### config.mk
export PLATFORM = sky130hd
export DESIGN_NAME = circular_next_free_slot_allocator
export DESIGN_NICKNAME = d
export VERILOG_FILES = /design/src/design/cnfsa_pkg.sv /design/src/design/cnfsa_ram.sv /design/src/design/circular_next_free_slot_allocator.sv
export SDC_FILE = /design/constraint.sdc
export NUM_CORES = 2
export LEC_CHECK = 0
export ABC_AREA = 1
export BUFFER_PORTS_ARGS = -buffer_cell sky130_fd_sc_hd__buf_2
export CAP_MARGIN = 0
export CORE_MARGIN = 10
export CORE_UTILIZATION = 25
export CTS_BUF_LIST = sky130_fd_sc_hd__clkbuf_8
export CTS_CLUSTER_DIAMETER = 60
export DETAILED_ROUTE_END_ITERATION = 10
export GPL_ROUTABILITY_DRIVEN = 0
export PLACE_DENSITY = 0.34
export SLEW_MARGIN = 10
export SYNTH_ARGS = -nofsm -noshare
export SYNTH_HDL_FRONTEND = slang
export SYNTH_SLANG_ARGS = --single-unit
### constraint.sdc
create_clock -name clk -period 10.2 [get_ports clk]
set_input_delay 2.04 -clock clk [delete_from_list [all_inputs] [get_ports clk]]
set_output_delay 2.04 -clock clk [all_outputs]
set_load 0.02 [all_outputs]
### src/design/cnfsa_pkg.sv
// Package for the circular next-free-slot allocator.
// Holds sizes, codes, the controller state type and the bit-search functions.
// No dependencies.
`default_nettype none

package cnfsa_pkg;

  localparam int NUM_SLOTS  = 1024;
  localparam int WORD_BITS  = 64;
  localparam int NUM_WORDS  = (NUM_SLOTS + WORD_BITS - 1) / WORD_BITS;
  localparam int WORD_IDX_W = $clog2(NUM_WORDS);
  localparam int BIT_IDX_W  = $clog2(WORD_BITS);
  localparam int SLOT_W     = 10;
  localparam int COUNT_W    = 11;
  localparam int STATUS_W   = 2;
  localparam int IN_DATA_W  = 16;
  localparam int OUT_DATA_W = 16;

  localparam logic [COUNT_W-1:0] COUNT_RESET = 11'd1024;

  // operation codes
  localparam logic OP_ARRIVE = 1'b0;
  localparam logic OP_LEAVE  = 1'b1;

  // status codes
  localparam logic [STATUS_W-1:0] ST_OK    = 2'd0;
  localparam logic [STATUS_W-1:0] ST_FULL  = 2'd1;
  localparam logic [STATUS_W-1:0] ST_RANGE = 2'd2;

  typedef enum logic [3:0] {
    S_INIT   = 4'b0001,
    S_IDLE   = 4'b0010,
    S_SEARCH = 4'b0100,
    S_FREE   = 4'b1000
  } state_t;

  typedef struct packed {
    logic                  found;
    logic [WORD_IDX_W-1:0] idx;
  } word_hit_t;

  // lowest set bit of a bitmap word
  function automatic logic [BIT_IDX_W-1:0] lowest_bit(input logic [WORD_BITS-1:0] v);
    logic [BIT_IDX_W-1:0] idx;
    idx = '0;
    for (int i = WORD_BITS - 1; i >= 0; i--) begin
      if (v[i]) idx = BIT_IDX_W'(i);
    end
    return idx;
  endfunction

  // lowest flagged word in a summary vector
  function automatic word_hit_t first_word(input logic [NUM_WORDS-1:0] v);
    word_hit_t h;
    h.found = |v;
    h.idx   = '0;
    for (int i = NUM_WORDS - 1; i >= 0; i--) begin
      if (v[i]) h.idx = WORD_IDX_W'(i);
    end
    return h;
  endfunction

endpackage

`default_nettype wire

### src/design/cnfsa_ram.sv
// Generic single-clock RAM: one write port, one read port, registered read.
// Read data holds while no read is issued. No dependencies.
`default_nettype none

module cnfsa_ram #(
  parameter int WIDTH = 64,
  parameter int DEPTH = 16
) (
  input  wire logic                     clk,
  input  wire logic                     we,
  input  wire logic [$clog2(DEPTH)-1:0] waddr,
  input  wire logic [WIDTH-1:0]         wdata,
  input  wire logic                     re,
  input  wire logic [$clog2(DEPTH)-1:0] raddr,
  output logic      [WIDTH-1:0]         rdata
);

  logic [WIDTH-1:0] mem [DEPTH];

  always_ff @(posedge clk) begin
    if (we) begin
      mem[waddr] <= wdata;
    end
    if (re) begin
      rdata <= mem[raddr];
    end
  end

endmodule

`default_nettype wire

### src/design/circular_next_free_slot_allocator.sv
// Circular next-free-slot allocator, top level.
// Uses cnfsa_pkg and one cnfsa_ram instance holding the free bitmap.
`default_nettype none

// The block hands out slots 0 .. min(slot_count, 1024)-1; all are free after
// reset. An arrive word (in_tuser = 0) names a preferred slot and gets back the
// first free slot at or after it, wrapping to the lowest free slot, with status
// 0; status 1 means no slot is free, status 2 means the preferred slot is not
// below the count. A leave word (in_tuser = 1) frees its slot and gives no
// result; freeing a free slot or an out-of-range slot is harmless. The bitmap
// is 16 words of 64 bits in a RAM with a registered read; a 16-bit summary of
// non-empty words in flip-flops picks which word to read next. After reset a
// sweep writes all ones into the 16 bitmap words, one per cycle, so no request
// word is taken until the sweep is done. One word is in flight at a time. A
// leave reads its slot's word, then writes it back. An arrive first issues the
// read of the preferred slot's word, then examines one word at a time, at most
// three (the preferred word, the next word with a free bit above it, the first
// word with a free bit after wrapping). An out-of-range arrive is answered from
// the idle state with no RAM read. A result waits in an output register; a new
// word is taken once that register is empty or being drained.
// Configuration writes are taken at any time and should only come while idle.
module circular_next_free_slot_allocator
  import cnfsa_pkg::*;
(
  input  wire logic                  clk,
  input  wire logic                  rst_n,
  // configuration: slot_count
  input  wire logic                  cfg_valid,
  output logic                       cfg_ready,
  input  wire logic [COUNT_W-1:0]    cfg_data,     // slot_count
  // request stream
  input  wire logic                  in_tvalid,
  output logic                       in_tready,
  input  wire logic [IN_DATA_W-1:0]  in_tdata,     // [9:0] slot, zero above
  input  wire logic                  in_tuser,     // [0] operation
  // result stream
  output logic                       out_tvalid,
  input  wire logic                  out_tready,
  output logic      [OUT_DATA_W-1:0] out_tdata,    // [9:0] assigned_slot, zero above
  output logic      [STATUS_W-1:0]   out_tuser     // [1:0] status
);

  // control registers
  state_t                 state_r, state_nxt;
  logic [COUNT_W-1:0]     slot_count_r, slot_count_nxt;
  logic [NUM_WORDS-1:0]   flags_r, flags_nxt;      // word has a free bit
  logic                   out_valid_r, out_valid_nxt;
  logic [WORD_IDX_W-1:0]  init_w_r, init_w_nxt;    // word written by the reset sweep
  // per-request context (no reset needed)
  logic [WORD_IDX_W-1:0]  w_lo_r, w_lo_nxt;        // preferred slot's word
  logic [BIT_IDX_W-1:0]   s_bit_r, s_bit_nxt;      // preferred slot's bit
  logic [WORD_IDX_W-1:0]  w_hi_r, w_hi_nxt;        // word of last slot in range
  logic [BIT_IDX_W-1:0]   top_r, top_nxt;          // bit of last slot in range
  logic [WORD_IDX_W-1:0]  cur_w_r, cur_w_nxt;      // word whose data is on rd_data
  logic                   wrap_r, wrap_nxt;        // searching below the preferred slot
  logic [SLOT_W-1:0]      out_slot_r, out_slot_nxt;
  logic [STATUS_W-1:0]    out_status_r, out_status_nxt;

  // RAM port
  logic                   ram_we, ram_re;
  logic [WORD_IDX_W-1:0]  ram_waddr, ram_raddr;
  logic [WORD_BITS-1:0]   ram_wdata, rd_data;

  cnfsa_ram #(
    .WIDTH (WORD_BITS),
    .DEPTH (NUM_WORDS)
  ) u_bitmap (
    .clk   (clk),
    .we    (ram_we),
    .waddr (ram_waddr),
    .wdata (ram_wdata),
    .re    (ram_re),
    .raddr (ram_raddr),
    .rdata (rd_data)
  );

  // effective count, saturated to the slot total
  logic [COUNT_W-1:0] eff_count, last_slot;
  logic [SLOT_W-1:0]  in_slot;
  logic               in_range, out_free, in_fire;

  assign eff_count = (slot_count_r > COUNT_W'(NUM_SLOTS)) ? COUNT_W'(NUM_SLOTS)
                                                          : slot_count_r;
  assign last_slot = eff_count - COUNT_W'(1);
  assign in_slot   = in_tdata[SLOT_W-1:0];
  assign in_range  = {1'b0, in_slot} < eff_count;
  assign out_free  = !out_valid_r || out_tready;
  assign in_tready = (state_r == S_IDLE) && out_free;
  assign in_fire   = in_tvalid && in_tready;
  assign cfg_ready = 1'b1;

  assign out_tvalid = out_valid_r;
  assign out_tdata  = OUT_DATA_W'(out_slot_r);
  assign out_tuser  = out_status_r;

  // search over the word now on rd_data
  logic [WORD_BITS-1:0]  word_mask, cand, taken_word;
  logic                  hit;
  logic [BIT_IDX_W-1:0]  hit_bit;
  logic [WORD_IDX_W-1:0] bound;
  logic [NUM_WORDS-1:0]  range_a, range_b;
  word_hit_t             next_a, next_b;

  always_comb begin
    word_mask = '1;
    if (cur_w_r == w_lo_r) begin
      if (wrap_r) begin
        word_mask = word_mask & ~({WORD_BITS{1'b1}} << s_bit_r);
      end else begin
        word_mask = word_mask & ({WORD_BITS{1'b1}} << s_bit_r);
      end
    end
    if (cur_w_r == w_hi_r) begin
      word_mask = word_mask & ({WORD_BITS{1'b1}} >> (BIT_IDX_W'(WORD_BITS - 1) - top_r));
    end
    cand       = rd_data & word_mask;
    hit        = |cand;
    hit_bit    = lowest_bit(cand);
    taken_word = rd_data & ~({{(WORD_BITS-1){1'b0}}, 1'b1} << hit_bit);

    // next candidate word in this pass: (cur, bound]
    bound   = wrap_r ? w_lo_r : w_hi_r;
    range_a = ({NUM_WORDS{1'b1}} << ({1'b0, cur_w_r} + (WORD_IDX_W+1)'(1)))
            & ({NUM_WORDS{1'b1}} >> (WORD_IDX_W'(NUM_WORDS - 1) - bound));
    next_a  = first_word(flags_r & range_a);
    // first word of the wrapped pass: [0, w_lo]
    range_b = {NUM_WORDS{1'b1}} >> (WORD_IDX_W'(NUM_WORDS - 1) - w_lo_r);
    next_b  = first_word(flags_r & range_b);
  end

  always_comb begin
    state_nxt      = state_r;
    slot_count_nxt = slot_count_r;
    flags_nxt      = flags_r;
    out_valid_nxt  = out_valid_r && !out_tready;
    init_w_nxt     = init_w_r;
    out_slot_nxt   = out_slot_r;
    out_status_nxt = out_status_r;
    w_lo_nxt       = w_lo_r;
    s_bit_nxt      = s_bit_r;
    w_hi_nxt       = w_hi_r;
    top_nxt        = top_r;
    cur_w_nxt      = cur_w_r;
    wrap_nxt       = wrap_r;
    ram_we         = 1'b0;
    ram_waddr      = cur_w_r;
    ram_wdata      = taken_word;
    ram_re         = 1'b0;
    ram_raddr      = in_slot[SLOT_W-1:BIT_IDX_W];

    if (cfg_valid && cfg_ready) begin
      slot_count_nxt = cfg_data;
    end

    case (state_r)
      S_INIT: begin
        // fill one bitmap word with ones per cycle, then open the input
        ram_we     = 1'b1;
        ram_waddr  = init_w_r;
        ram_wdata  = '1;
        init_w_nxt = init_w_r + WORD_IDX_W'(1);
        if (init_w_r == WORD_IDX_W'(NUM_WORDS - 1)) begin
          state_nxt = S_IDLE;
        end
      end

      S_IDLE: begin
        if (in_fire) begin
          w_lo_nxt  = in_slot[SLOT_W-1:BIT_IDX_W];
          s_bit_nxt = in_slot[BIT_IDX_W-1:0];
          w_hi_nxt  = last_slot[SLOT_W-1:BIT_IDX_W];
          top_nxt   = last_slot[BIT_IDX_W-1:0];
          cur_w_nxt = in_slot[SLOT_W-1:BIT_IDX_W];
          wrap_nxt  = 1'b0;
          if (in_tuser == OP_LEAVE) begin
            // drop a leave outside the range
            if (in_range) begin
              ram_re    = 1'b1;
              state_nxt = S_FREE;
            end
          end else if (!in_range) begin
            out_valid_nxt  = 1'b1;
            out_slot_nxt   = '0;
            out_status_nxt = ST_RANGE;
          end else begin
            ram_re    = 1'b1;
            state_nxt = S_SEARCH;
          end
        end
      end

      S_SEARCH: begin
        if (hit) begin
          // take the slot once the result register can hold it
          if (out_free) begin
            ram_we             = 1'b1;
            flags_nxt[cur_w_r] = |taken_word;
            out_valid_nxt      = 1'b1;
            out_slot_nxt       = {cur_w_r, hit_bit};
            out_status_nxt     = ST_OK;
            state_nxt          = S_IDLE;
          end
        end else if (next_a.found) begin
          ram_re    = 1'b1;
          ram_raddr = next_a.idx;
          cur_w_nxt = next_a.idx;
        end else if (!wrap_r && next_b.found) begin
          ram_re    = 1'b1;
          ram_raddr = next_b.idx;
          cur_w_nxt = next_b.idx;
          wrap_nxt  = 1'b1;
        end else if (out_free) begin
          out_valid_nxt  = 1'b1;
          out_slot_nxt   = '0;
          out_status_nxt = ST_FULL;
          state_nxt      = S_IDLE;
        end
      end

      S_FREE: begin
        ram_we            = 1'b1;
        ram_waddr         = w_lo_r;
        ram_wdata         = rd_data | ({{(WORD_BITS-1){1'b0}}, 1'b1} << s_bit_r);
        flags_nxt[w_lo_r] = 1'b1;
        state_nxt         = S_IDLE;
      end

      default: begin
        state_nxt = S_IDLE;
      end
    endcase
  end

  always_ff @(posedge clk) begin
    if (!rst_n) begin
      state_r      <= S_INIT;
      slot_count_r <= COUNT_RESET;
      flags_r      <= '1;
      out_valid_r  <= 1'b0;
      init_w_r     <= '0;
    end else begin
      state_r      <= state_nxt;
      slot_count_r <= slot_count_nxt;
      flags_r      <= flags_nxt;
      out_valid_r  <= out_valid_nxt;
      init_w_r     <= init_w_nxt;
    end
  end

  always_ff @(posedge clk) begin
    out_slot_r   <= out_slot_nxt;
    out_status_r <= out_status_nxt;
    w_lo_r       <= w_lo_nxt;
    s_bit_r      <= s_bit_nxt;
    w_hi_r       <= w_hi_nxt;
    top_r        <= top_nxt;
    cur_w_r      <= cur_w_nxt;
    wrap_r       <= wrap_nxt;
  end

  // The bitmap RAM itself has no reset; the S_INIT sweep above fills it with
  // ones before the first request is taken.
endmodule

`default_nettype wire

==> metrics.cfg <==
[power_and_ir_drop]
pwr_density_cell_mw_per_mm2=224
power_frac_seq_pct=49.1
p_comb_share_pct=21.5
p_sw_share_pct=33.4
max-vdd-ir-drop_mv=0.153
leakage_uw=0.0224
netSwitchingPower_uw=4540
internal_power_uw=9030
clkPwrFrac_pct=29.4

[grt]
grt-ovfl-total=0
antenna_found_initial=7
track_usage_pct=16.4
grt_pass1_wl_um=278000
grt_pass1_vias=37100
grt_max_degree=217

[yosys]
synth_warnings=0
avgSynthCellArea_um2=10.3
synthTopCellsByCount=1,125 x edfxtp_1, 803 x nand2_1, 753 x inv_1
yosysTopAreaCellShare_pct=63.6
synth_edf_count=1125
synth_most_common_cell=edfxtp_1
netlist-cell-type-count=55
netlist_instances=5137
synthTopCellsByArea=edfxtp_1 64%, nand2_1 5.7%, inv_1 5.3%, o21ai_0 4.9%, a21oi_1 4.5%
ys_seq_area_share_pct=65.0
synth_flop_cell=edfxtp_1
synthArstFlopShare_pct=0
netlist_area_mm2=0.0531
yosys.area.top_type=edfxtp_1
ys_ff_latch=1161

[sta]
skew_ns=0.0768
rsz0062_at_grt=no
finalSetupViolCount=0
holdWs_ns=0.478
fin_setup_tns_ns=0
worst_pin_slew_ns=1.22
hold_viol=0
finalCriticalPeriod_ns=8.40
fmax_mhz=119
relSlewSlack_pct=18.0
final_max_slew_viol_count=0
fin_crit_sh_pct=82.4

[detailed_routing]
vias=38200
met3_length_um=8460
detail-route-antenna-nets=0
routedWlPerCell_um=23.8
top_layer_used=met5
firstDrtPassIters=5
wl_met1_um=92300
drc=0
drt_wl_total_um=195000
dr_wl_met2_um=88700
initialDrtViolationCount=3095
via_per_inst=4.67

[critical_path]
worstPathMaxFanout=17
reg2reg_from=cur_w_r[2]
startpoint=cur_w_r[2]
max_stage_delay_ns=0.67
start_kind=register
crit_type=reg2reg
crit_slowest_cell=edfxtp_1
cp.arrival_ns=9.28
required_ns=11.08
cpMostUsedCell=nand2_1
worst_setup_path_end_kind=register

[floorplanning]
num_io_pins=54
dieArea_mm2=0.231
fp-row-count=169
initial_utilization_pct=25.1
die_w_um=481
die_y_um=481
core_mm2=0.212

[clocking]
clockRootBuffer=clkbuf_8
clk_latency_ns=1.01
cts_hold_buffers=0
post-cts-setup-buffer-count=0
cts_tree=yes
cts_buffers=209
path_clk_slew_ns=0.07
cts_resized=0
htree_num_levels=4
cts.sinks=1161
cts_buffer_depth=3

[cells_and_area]
n_fill_cell=22200
area_growth_pct=14.1
final_layout_size_suffix_gt1_share_pct=9.45
finalCoreUtilization_pct=28.6
layout.nets=5276
final_area_mm2=0.0606

[worst_hold_path]
hold_class=reg2reg
hold_path.startpoint=slot_count_r[2]

[placement]
portBuffers=40
place_area_mm2=0.0570
dp_hpwl_um=113000

[flow_run]
max-cap-violations=0

[outcome]
outcome=finished clean

[kinds of logic after synthesis]
kind of cell | count (synthesis) | share of synthesized area (%)
flip-flops | 1161 | 65.0
other | 2 | 0.0141
AND/OR/NAND/NOR | 1532 | 12.2
buffers and inverters | 1062 | 7.62
AO/OA/AOI/OAI | 1353 | 14.6
XOR/XNOR | 10 | 0.165
adder cells (fa/ha/maj) | 17 | 0.400
[metrics by stage]
stage	worst slack, ns	total power (uW)	cells
CTS	1.99	13800	8187
global placement	1.84	9760	7836
detailed placement	2.07	9750	7836
global route	1.01	14300	8190
finish	1.80	13600	8191
floorplan	2.05	8210	5142
[per-layer routing]
| layer | global-route usage (%) | up-vias |
|---|---|---|
| met3 | 2.56 | 299 |
| met4 | 4.94 | 2 |
| li1 | - | 18200 |
| met1 | 23.1 | 18700 |
| met2 | 26.0 | 1021 |
| met5 | 0 | - |
[state kept, by name, indices dropped and copies added, names as in the netlist]
signal          flops
state_r             4
w_lo_r              4
out_tuser           2
wrap_r              1
w_hi_r              4
out_slot_r         10
s_bit_r             6
init_w_r            4
out_tvalid          1
cur_w_r             4
flags_r            16
slot_count_r       11
top_r               6
u_bitmap.mem     1024
u_bitmap.rdata     64
[worst paths after layout]
| check | depth (start not counted) | endpoint | slack, ns |
|---|---|---|---|
| worst max-delay path | 79 | flags_r[5] | 1.80 |
| worst min-delay path | 2 | slot_count_r[2] | 0.48 |
| worst max register to register | 79 | flags_r[5] | 1.80 |
| worst min register to register | 2 | slot_count_r[2] | 0.48 |
[power by group through the flow]
stage | Clock [uW] | Combinational [uW] | Sequential (uW)
final | 3990 | 2910 | 6660
after global routing | 4370 | 3200 | 6710
after CTS | 4170 | 3000 | 6660
after floorplan | 0 | 1440 | 6780
after detailed placement | 0 | 3000 | 6760
after global placement | 0 | 3000 | 6760
[cells in the final DEF (no fill, tap or decap), drive strengths merged, types with 6 or more instances in the layout]
cell type | netlist | routed
edfxtp | 1125 | 1125
inv | 771 | 851
nand2 | 809 | 809
o21ai | 528 | 528
a21oi | 476 | 476
nand3 | 322 | 322
nor2 | 312 | 312
clkbuf | 235 | 215
buf | 52 | 160
o211ai | 156 | 156
o221ai | 77 | 77
clkinv | 4 | 55
nor3 | 45 | 45
dfxtp | 36 | 36
a211oi | 30 | 30
nor4 | 19 | 19
ha | 17 | 17
o21a | 16 | 16
nand4 | 15 | 15
a311oi | 14 | 14
a31oi | 12 | 12
o2111ai | 11 | 11
xor2 | 9 | 9
o22ai | 7 | 7
conb | 2 | 7
a32oi | 6 | 6
[area by class of cell]
type / instances / area (um^2) / share of cell area, %
Antenna cell: 4 / 10.0 / 0.0165
Clock buffer: 215 / 2960 / 4.88
Clock inverter: 136 / 682 / 1.12
Inverter: 775 / 2920 / 4.82
Multi-Input combinational cell: 2919 / 14800 / 24.5
Sequential cell: 1161 / 34500 / 56.9
Tap cell: 2821 / 3530 / 5.82
Timing Repair Buffer: 160 / 1190 / 1.96
[worst max-delay path, delay by kind of cell (launching register included)]
kind	cells	cell delay [ns]
compound gates	1	0.26
simple gates	77	7.14
buf+inv	1	0.16
flops	1	0.67
Note: power is estimated with default switching activity, not from simulation.
